$ cat src/design/tcg_pkg.sv
package tcg_pkg;

    localparam int unsigned TICKS_PER_SECOND = 1000;
    localparam int unsigned MS_W = (TICKS_PER_SECOND > 1) ? $clog2(TICKS_PER_SECOND) : 1;
    localparam logic [MS_W-1:0] MS_LAST = MS_W'(TICKS_PER_SECOND - 1);

    localparam int unsigned TEMP_W = 15;
    localparam int unsigned TARGET_W = 14;
    localparam int unsigned BAND_W = 10;
    localparam int unsigned SEC_W = 16;
    localparam int unsigned CFG_INDEX_W = 2;
    localparam int unsigned CFG_DATA_W = 16;

    localparam logic signed [TARGET_W-1:0] TARGET_MIN = -14'sd2000;
    localparam logic signed [TARGET_W-1:0] TARGET_MAX = 14'sd5000;
    localparam logic signed [TARGET_W-1:0] TARGET_RESET = 14'sd2000;
    localparam logic [BAND_W-1:0] BAND_MIN = 10'd10;
    localparam logic [BAND_W-1:0] BAND_MAX = 10'd1000;
    localparam logic [BAND_W-1:0] BAND_RESET = 10'd50;
    localparam logic [SEC_W-1:0] GUARD_RESET = 16'd60;

    typedef enum logic [CFG_INDEX_W-1:0] {
        CFG_TARGET = 2'd0,
        CFG_BAND   = 2'd1,
        CFG_GUARD  = 2'd2
    } cfg_index_t;

    typedef enum logic [2:0] {
        MODE_IDLE = 3'd0,
        MODE_WAIT = 3'd1,
        MODE_COOL = 3'd2,
        MODE_HEAT = 3'd3,
        MODE_ERR  = 3'd4
    } mode_t;

    typedef enum logic {
        FUNC_TICK   = 1'b0,
        FUNC_SAMPLE = 1'b1
    } func_t;

    typedef struct packed {
        logic signed [TARGET_W-1:0] target;
        logic [BAND_W-1:0]          band;
        logic [SEC_W-1:0]           guard;
    } cfg_t;

    typedef struct packed {
        logic                     func;
        logic signed [TEMP_W-1:0] temperature;
        logic                     sensor_ok;
        logic                     reading_valid;
    } item_t;

    typedef struct packed {
        mode_t             mode;
        logic [SEC_W-1:0]  sec;
        logic [MS_W-1:0]   ms;
    } ctrl_state_t;

    typedef struct packed {
        mode_t            mode;
        logic             cool_drive;
        logic             heat_drive;
        logic [SEC_W-1:0] delay_left_seconds;
    } result_t;

endpackage

$ cat src/design/tcg_step.sv
module tcg_step
    import tcg_pkg::*;
(
    input  cfg_t        cfg,
    input  item_t       item,
    input  ctrl_state_t state_cur,
    output ctrl_state_t state_next,
    output result_t     result
);

    logic signed [TEMP_W:0] temp_ext;
    logic signed [TEMP_W:0] target_ext;
    logic signed [TEMP_W:0] cool_at;
    logic signed [TEMP_W:0] heat_at;
    logic                   allowed;
    mode_t                  mode_sel;
    ctrl_state_t            upd;

    always_comb begin
        temp_ext   = {item.temperature[TEMP_W-1], item.temperature};
        target_ext = (TEMP_W+1)'(cfg.target);
        cool_at    = target_ext + $signed({{(TEMP_W+1-BAND_W){1'b0}}, cfg.band});
        heat_at    = target_ext - $signed({{(TEMP_W+1-BAND_W){1'b0}}, cfg.band});
        allowed    = state_cur.sec >= cfg.guard;

        mode_sel = state_cur.mode;
        case (state_cur.mode)
            MODE_WAIT: begin
                if (temp_ext <= target_ext) begin
                    mode_sel = MODE_IDLE;
                end else if (allowed) begin
                    mode_sel = MODE_COOL;
                end
            end
            MODE_COOL: begin
                if (temp_ext <= target_ext) begin
                    mode_sel = MODE_IDLE;
                end
            end
            MODE_HEAT: begin
                if (temp_ext >= target_ext) begin
                    mode_sel = MODE_IDLE;
                end
            end
            default: begin
                if (temp_ext >= cool_at) begin
                    mode_sel = allowed ? MODE_COOL : MODE_WAIT;
                end else if (temp_ext <= heat_at) begin
                    mode_sel = MODE_HEAT;
                end else begin
                    mode_sel = MODE_IDLE;
                end
            end
        endcase
        if (!item.sensor_ok || !item.reading_valid) begin
            mode_sel = MODE_ERR;
        end

        upd = state_cur;
        if (item.func == FUNC_TICK) begin
            if (!allowed) begin
                if (state_cur.ms == MS_LAST) begin
                    upd.ms  = '0;
                    upd.sec = state_cur.sec + 1'b1;
                end else begin
                    upd.ms = state_cur.ms + 1'b1;
                end
            end
        end else if (mode_sel != state_cur.mode) begin
            if (state_cur.mode == MODE_COOL) begin
                upd.sec = '0;
                upd.ms  = '0;
            end
            upd.mode = mode_sel;
        end
        state_next = upd;

        result.mode       = upd.mode;
        result.cool_drive = upd.mode == MODE_COOL;
        result.heat_drive = upd.mode == MODE_HEAT;
        result.delay_left_seconds = (upd.sec < cfg.guard) ? (cfg.guard - upd.sec) : '0;
    end

endmodule

$ cat src/design/thermostat_compressor_guard.sv
// Thermostat with compressor short-cycle protection.
// Each transfer on the s_ channel is either a one-millisecond tick (s_func low)
// or a temperature sample (s_func high), and each one yields exactly one
// transfer on the m_ channel with the mode, both relay drives and the time
// left before the compressor may start, in whole seconds rounded up.
// An item passes an input register and then one step of logic into the
// result register. One item is taken every cycle while s_ready is high;
// the mode and the elapsed-time counter are updated in that single step,
// so back-to-back items see each other's effect.
// The elapsed time is kept as seconds plus milliseconds, which yields the
// delay by one subtraction against the guard time.
// When the receiver stalls, the result register holds and s_ready falls
// only once the input register is also full.
// Configuration writes on the cfg_ channel are always accepted, take effect
// on the next cycle; setpoint and band writes are clamped to legal ranges.
// Reset sets the mode to idle, clears the elapsed time (cooling is then held
// off for the full guard time) and loads the default setpoint, band and guard.
module thermostat_compressor_guard
    import tcg_pkg::*;
(
    input  logic                       aclk,
    input  logic                       aresetn,
    input  logic                       s_valid,
    output logic                       s_ready,
    input  logic                       s_func,
    input  logic signed [TEMP_W-1:0]   s_temperature,
    input  logic                       s_sensor_ok,
    input  logic                       s_reading_valid,
    output logic                       m_valid,
    input  logic                       m_ready,
    output logic [2:0]                 m_mode,
    output logic                       m_cool_drive,
    output logic                       m_heat_drive,
    output logic [SEC_W-1:0]           m_delay_left_seconds,
    input  logic                       cfg_valid,
    output logic                       cfg_ready,
    input  logic [CFG_INDEX_W-1:0]     cfg_index,
    input  logic [CFG_DATA_W-1:0]      cfg_wdata
);

    cfg_t        cfg_reg, cfg_next;
    item_t       item_reg;
    logic        in_valid_reg;
    ctrl_state_t state_reg, state_next;
    result_t     result_reg, result_step;
    logic        out_valid_reg;
    logic        advance;
    logic signed [TARGET_W-1:0] target_wr;
    logic [BAND_W-1:0]          band_wr;

    assign advance   = !out_valid_reg || m_ready;
    assign s_ready   = !in_valid_reg || advance;
    assign cfg_ready = 1'b1;

    always_comb begin
        target_wr = $signed(cfg_wdata[TARGET_W-1:0]);
        band_wr   = cfg_wdata[BAND_W-1:0];
        cfg_next  = cfg_reg;
        if (cfg_valid) begin
            unique case (cfg_index)
                CFG_TARGET: begin
                    if (target_wr < TARGET_MIN) begin
                        cfg_next.target = TARGET_MIN;
                    end else if (target_wr > TARGET_MAX) begin
                        cfg_next.target = TARGET_MAX;
                    end else begin
                        cfg_next.target = target_wr;
                    end
                end
                CFG_BAND: begin
                    if (band_wr < BAND_MIN) begin
                        cfg_next.band = BAND_MIN;
                    end else if (band_wr > BAND_MAX) begin
                        cfg_next.band = BAND_MAX;
                    end else begin
                        cfg_next.band = band_wr;
                    end
                end
                CFG_GUARD: begin
                    cfg_next.guard = cfg_wdata[SEC_W-1:0];
                end
                default: begin
                end
            endcase
        end
    end

    tcg_step u_step (
        .cfg        (cfg_reg),
        .item       (item_reg),
        .state_cur  (state_reg),
        .state_next (state_next),
        .result     (result_step)
    );

    always_ff @(posedge aclk) begin
        if (!aresetn) begin
            cfg_reg.target <= TARGET_RESET;
            cfg_reg.band   <= BAND_RESET;
            cfg_reg.guard  <= GUARD_RESET;
            in_valid_reg   <= 1'b0;
            out_valid_reg  <= 1'b0;
            state_reg.mode <= MODE_IDLE;
            state_reg.sec  <= '0;
            state_reg.ms   <= '0;
        end else begin
            cfg_reg <= cfg_next;
            if (s_ready) begin
                in_valid_reg <= s_valid;
            end
            if (advance) begin
                out_valid_reg <= in_valid_reg;
                if (in_valid_reg) begin
                    state_reg <= state_next;
                end
            end
        end
    end

    always_ff @(posedge aclk) begin
        if (s_ready && s_valid) begin
            item_reg.func          <= s_func;
            item_reg.temperature   <= s_temperature;
            item_reg.sensor_ok     <= s_sensor_ok;
            item_reg.reading_valid <= s_reading_valid;
        end
        if (advance && in_valid_reg) begin
            result_reg <= result_step;
        end
    end

    assign m_valid              = out_valid_reg;
    assign m_mode               = result_reg.mode;
    assign m_cool_drive         = result_reg.cool_drive;
    assign m_heat_drive         = result_reg.heat_drive;
    assign m_delay_left_seconds = result_reg.delay_left_seconds;

    a_ms_range: assert property (@(posedge aclk) disable iff (!aresetn)
        state_reg.ms <= MS_LAST)
        else $error("millisecond count out of range");

    a_out_source: assert property (@(posedge aclk) disable iff (!aresetn)
        $rose(out_valid_reg) |-> $past(in_valid_reg))
        else $error("result without an item in the input register");

    a_drive_mode: assert property (@(posedge aclk) disable iff (!aresetn)
        m_valid |-> (m_cool_drive == (m_mode == MODE_COOL))
                    && (m_heat_drive == (m_mode == MODE_HEAT)))
        else $error("relay drive disagrees with mode");

endmodule

$ cat config.mk
export PLATFORM = sky130hd
export DESIGN_NAME = thermostat_compressor_guard
export DESIGN_NICKNAME = d
export VERILOG_FILES = /design/src/design/tcg_pkg.sv /design/src/design/tcg_step.sv /design/src/design/thermostat_compressor_guard.sv
export SDC_FILE = /design/constraint.sdc
export NUM_CORES = 1
export LEC_CHECK = 0
export ABC_AREA = 1
export BUFFER_PORTS_ARGS = -buffer_cell sky130_fd_sc_hd__buf_2
export CAP_MARGIN = 30
export CORE_ASPECT_RATIO = 1.4
export CORE_UTILIZATION = 50
export CTS_CLUSTER_SIZE = 14
export DETAILED_ROUTE_END_ITERATION = 8
export PLACE_DENSITY = 0.68
export SETUP_SLACK_MARGIN = 0.05
export SYNTH_ARGS = -nofsm -noshare
export SYNTH_HDL_FRONTEND = slang
export SYNTH_SLANG_ARGS = --single-unit
$ cat constraint.sdc
create_clock -name aclk -period 8.9 [get_ports aclk]
set_input_delay 1.335 -clock aclk [delete_from_list [all_inputs] [get_ports aclk]]
set_output_delay 1.335 -clock aclk [all_outputs]
set_load 0.005 [all_outputs]
# Yosys cells after proc, flatten, opt, wreduce, memory -nomap -nowiden
# Cells that the tools add are included.
# totals
ff_bits,110
inputBits,41
out_inout_bits,24
elab_cells,78
# classes
addsub,5
magnitude_cmp,10
eq_ne,12
n_mux,20
n_reduce_logical,15
# ops
cell,count
$mux W26,3
$mux W10,3
$mux W29,1
$mux W14,2
$mux W3,7
$add A16 B1 Y16 const B,1
$ge A16 B16 Y1,1
$lt A16 B16 Y1,1
$mux W16,1
$sub A16 B16 Y16,1
$add A14 B11 Y15,1
$ge A15 B14 Y1,1
$ge A15 B15 Y1,1
$le A15 B14 Y1,1
$le A15 B15 Y1,1
$sub A14 B11 Y15,1
$gt A14 B14 Y1 const B,1
$lt A14 B12 Y1 const B,1
$eq A3 B2 Y1 const B,4
$add A10 B1 Y10 const B,1
$eq A10 B10 Y1 const B,1
$gt A10 B10 Y1 const B,1
$lt A10 B4 Y1 const B,1
$pmux W3 S3,1
13 further kinds,24

# Logic depth before layout (Yosys ltp)
# logic_depth
depth_word,10
ltp_mapped,50
depth_no_buf,48

# By module
# Synthesis repeated with hierarchy kept, for this count alone.
# unflattened
cells_unflattened,1234
hier_area_um2,8654.6
# by_module_without_submodules
module,n_inst,cells_each,area_per_inst_um2,seq_area_each_um2
tcg_step,1,825,4750.8,0.0
thermostat_compressor_guard,1,409,3903.7,2592.5

# Worst setup path before layout
# Ideal clock, no wire load.
# synth_timing
path_kind,reg2reg
start,reg cfg_reg[18] (netlist bit)
end,"reg result_reg, in the netlist m_delay_left_seconds[7] (data pin)"
setup_ns,0.267
arrival_ns,5.710
required_time_ns,8.633
path_slack_ns,2.924
stages_incl_launch_ff,45
n_path_buf,3
synth_period_minus_slack_ns,5.976
path_cell_list,dfxtp_1 -> inv_1 -> ha_1 -> clkbuf_2 -> o31ai_1 -> a21oi_1 -> o21bai_1 -> nand3_1 -> nand2_1 -> a21oi_1 -> o21bai_1 -> nand2_1 -> a21oi_1 -> nand3_1 -> xor2_1 -> ha_1 -> nand2_1 -> nor2_1 -> (+9 left out) -> nand2_2 -> nand3_4 -> nand3_4 -> buf_6 -> nand3_1 -> and2_1 -> ha_1 -> inv_1 -> nor2_1 -> nor2_1 -> nor2_1 -> nor2_1 -> inv_1 -> a21oi_1 -> o21ai_0 -> o31ai_1 -> clkbuf_1 -> nor3_1
# synth_via
elab_chain_len,10
elab_cells_between_ends,13
cone_classes,add/sub: 3; order compare: 3; eq/ne: 1; mux: 6
# synth_lines
item,line_no,source
from (decl),thermostat_compressor_guard.sv:41,"cfg_t cfg_reg, cfg_next;"
from (signal assigned),thermostat_compressor_guard.sv:107,cfg_reg <= cfg_next;
$sub A14 B11 Y15,tcg_step.sv:23,"heat_at = target_ext - $signed({{(TEMP_W+1-BAND_W){1'b0}}, cfg.band});"
$le A15 B15 Y1,tcg_step.sv:48,end else if (temp_ext <= heat_at) begin
$mux W2,tcg_step.sv:48,
$mux W3 *,tcg_step.sv:46,if (temp_ext >= cool_at) begin
$pmux W3 S3 *,tcg_step.sv:27,case (state_cur.mode)
$mux W3 *,tcg_step.sv:55,if (!item.sensor_ok || !item.reading_valid) begin
$ne A3 B3 Y1 *,tcg_step.sv:69,end else if (mode_sel != state_cur.mode) begin
$mux W29 *,tcg_step.sv:69,
$mux W26 *,tcg_step.sv:60,if (item.func == FUNC_TICK) begin
$sub A16 B16 Y16 / $lt A16 B16 Y1 (equally long branches),tcg_step.sv:81,result.delay_left_seconds = (upd.sec < cfg.guard) ? (cfg.guard - upd.sec) : '0;
to (signal assigned),thermostat_compressor_guard.sv:128,result_reg <= result_step;
to (decl),thermostat_compressor_guard.sv:45,"result_t result_reg, result_step;"
# Mark *: on every way between the ends. The rest lies on a longest branch, timed or not. The select of a mux whose other input is x is not followed.
# A chain may end at the register's enable or synchronous reset.

# Worst setup path in the final report
# layout_timing
start,reg cfg_reg[17] (netlist bit)
end,"reg result_reg, in the netlist m_delay_left_seconds[9] (data pin)"
# The elaborated chain is that of the path after synthesis.

==> impl_metrics.csv <==
group,metric,value,unit
run_status,status,"complete, no violations",
clock_tree,htree_levels,3,
worst_hold_path,worstHoldStart,"state_reg[3]$_SDFFE_PN0P_",
synthesis,synth_edf_count,39,
cells_and_area,largest_register_ff_count,40,
synthesis,synth_ff_type,"dfxtp_1",
setup_path,crit_top_cell,"nor2_1",
timing,maxSlewHeadroom,0.349,
floorplanning,die_w,110,um
synthesis,syn_area,8200,um2
timing,fin_crit,7.24,ns
timing,worst_slew_pin_slew,0.969,ns
setup_path,cp_max_fo,13,
setup_path,endpoint_kind,"flip-flop",
clock_tree,cts_hold_buf,0,
clock_tree,cts_num_sinks,110,
cells_and_area,final_nets,1318,
clock_tree,clockBufferDepth,2,
pwr,pwr-share-comb,0.273,
synthesis,avgSynthCellArea,7.34,um2
place,dp_slack,1.76,ns
floorplanning,initial_utilization,0.509,
flow_run,drv_cap,0,
routing,drc,0,
setup_path,r2r_start,"cfg_reg[17]$_SDFFE_PN1P_",
routing,wl,20.9,mm
cells_and_area,stdcell_area,9050,um2
worst_hold_path,hold_depth,2,
setup_path,timing.rr.end,"m_delay_left_seconds[9]$_SDFFCE_PP0P_",
pwr,ir_worst_vdd,0.0000916,V
routing,routedWlPerCell,15.1,um
setup_path,slowest_stage,"o31ai_1",
floorplanning,die_h,154,um
worst_hold_path,hp-class,"reg -> reg",
timing,final_max_slew_viol_count,0,
floorplanning,dieArea,16900,um2
pwr,internal_power,954,uW
setup_path,critPathLaunchType,"flip-flop",
floorplanning,placementRows,55,
pwr,switching_share,0.334,
timing,fin_ws,1.66,ns
synthesis,ys_seq_elements,110,
setup_path,reg2reg_setup_slack,1.66,ns
grt,grt_pass1_wl,33.9,mm
clock_tree,clk_pin_slew,0.08,ns
routing,drtAntennaViolNets,0,
setup_path,path_class,"reg -> reg",
timing,rsz0062_at_grt,"no",
timing,hold_viol,0,
timing,setup_viol_count_final,0,
place,detailed_place_hpwl,16.5,mm
setup_path,cp.required,9.02,ns
cells_and_area,drive_gt1_frac,0.0941,
routing,drt-initial-drc-count,377,
timing,timing.fmax,0.138,GHz
synthesis,yosysUniqueCellTypes,51,
clock_tree,post_cts_buffers,0,
routing,drtPass1Iterations,5,
clock_tree,post_cts_resized,0,
grt,grt_pass1_vias,7123,
place,io_buffers,63,
timing,tns,0,ns
routing,vias,7387,
timing,fin_skew,0.0114,ns
setup_path,r2r.worst_path.cells,46,
grt,grt_util_all_layers,0.262,
pwr,power_frac_clock,0.321,
clock_tree,insertion_delay,0.37,ns
pwr,seqPwrFrac,0.406,
timing,fin_crit_sh,0.813,
synthesis,yosys_warnings,0,
floorplanning,design.portCount,65,
grt,overflow,0,
synthesis,ys_async_sr_fraction,0,
place,gp_congestion,0.885,
cells_and_area,num_antenna_cells,0,
grt,grt_max_degree,46,
routing,via_per_inst,5.36,
synthesis,ys_seq_area_frac,0.316,
pwr,switchingPower,478,uW
synthesis,synth_nets,1260,
pwr,power_density,158,nW/um2
cells_and_area,area_growth,10.3,%
cells_and_area,n_fill_cell,1573,
clock_tree,cts_buffers,9,
floorplanning,core-area,16100,um2
place,placed_area,8720,um2
clock_tree,clock-root-buffer,"clkbuf_16",
pwr,p_leak,0.00428,uW
setup_path,cpPeakStageDelay,0.42,ns
worst_hold_path,hold_path_end,"state_reg[3]$_SDFFE_PN0P_",
clock_tree,cts_tree,"built",
setup_path,crit_arrival,7.36,ns
synthesis,synth_cells,1117,
grt,antenna_found_initial,0,
## worst max path at each step
stage | end | startpoint
6_report | m_delay_left_seconds[9]$_SDFFCE_PP0P_ | cfg_reg[17]$_SDFFE_PN1P_
5_1_grt | m_delay_left_seconds[15]$_SDFFCE_PP0P_ | cfg_reg[16]$_SDFFE_PN0P_
4_1_cts | m_delay_left_seconds[9]$_SDFFCE_PP0P_ | cfg_reg[18]$_SDFFE_PN0P_
3_5_place_dp | m_delay_left_seconds[9]$_SDFFCE_PP0P_ | cfg_reg[17]$_SDFFE_PN1P_
3_3_place_gp | m_delay_left_seconds[13]$_SDFFCE_PP0P_ | cfg_reg[17]$_SDFFE_PN1P_
2_1_floorplan | m_delay_left_seconds[7]$_SDFFCE_PP0P_ | cfg_reg[18]$_SDFFE_PN0P_
## cell usage after synthesis (7+ instances only)
library cell	instances	area, um2
o21bai_1	9	67.6
nand2_1	230	863
inv_1	186	698
and2_1	9	56.3
a21oi_1	116	581
nand4_1	15	93.8
o31ai_1	7	52.6
ha_1	99	1240
o211ai_1	14	105
o21ai_0	47	235
edfxtp_1	39	1170
xor2_1	26	228
nor3_1	21	105
nand3_1	58	290
nor2_1	80	300
dfxtp_1	71	1420
clkbuf_1	17	63.8
## power groups by stage
stage	clock network, uW	logic, uW	registers [uW]
after global placement	0	385	592
after CTS	464	393	581
final	459	392	581
after detailed placement	0	390	593
after floorplan	0	284	586
after global routing	482	447	586
## through the flow
stage / power, uW / hold slack (ns) / util / std cells
final: 1430 / 0.464 / 0.562 / 1379
after global routing: 1510 / 0.512 / 0.562 / 1379
after CTS: 1440 / 0.464 / 0.562 / 1379
after detailed placement: 982 / 0.452 / 0.541 / 1363
after global placement: 978 / 0.450 / 0.541 / 1363
after floorplan: 870 / 0.441 / - / 1117
## logic make-up (layout without fill, tap and decap cells)
family,after synthesis,count (layout),share of synthesized area
AND/OR/NAND/NOR,440,440,0.236
AO/OA/AOI/OAI,225,225,0.161
buffers and inverters,212,275,0.0987
flip-flops,110,110,0.316
adder cells (fa/ha/maj),102,102,0.158
XOR/XNOR,27,27,0.0288
other,1,1,0.000457
## critical path, delay by kind of cell (launching register included)
| kind | cells | cell delay (ns) |
|---|---|---|
| xor gates and xnor gates | 1 | 0.16 |
| adders and majority gates | 3 | 0.90 |
| DFF | 1 | 0.41 |
| and+or+nand+nor | 25 | 2.70 |
| AOI/OAI and AO/OA | 12 | 2.21 |
| buffers and inverters | 5 | 0.62 |
## cell type report
| class | count | area (um2) | share of cell area |
|---|---|---|---|
| clock buffers | 9 | 225 | 0.0249 |
| clock inverters | 7 | 106 | 0.0118 |
| inverters | 191 | 717 | 0.0792 |
| multi-input cells | 795 | 4810 | 0.531 |
| flip-flops and latches | 110 | 2590 | 0.287 |
| well taps | 199 | 249 | 0.0275 |
| repair buffers | 68 | 353 | 0.0390 |
## per-layer routing
metal,global-route usage,part of all wire,vias up
li1,-,-,3819
met1,0.284,0.40,3366
met2,0.483,0.52,158
met3,0.0369,0.029,44
met4,0.131,0.043,0
met5,0,0,-
## cells in the final DEF (no fill, tap or decap), types with 7 or more instances in the layout
cell and count:
clkbuf_16 9, nand4_1 15, buf_2 63, ha_1 99, nor3_1 21, dfxtp_1 71, xor2_1 26, nand2_1 230
a21oi_1 116, o211ai_1 14, nor2_1 79, and2_1 9, inv_1 186, nand3_1 58, edfxtp_1 39, o21bai_1 9
o31ai_1 7, o21ai_0 47
Note: power is estimated with default switching activity, not from simulation.
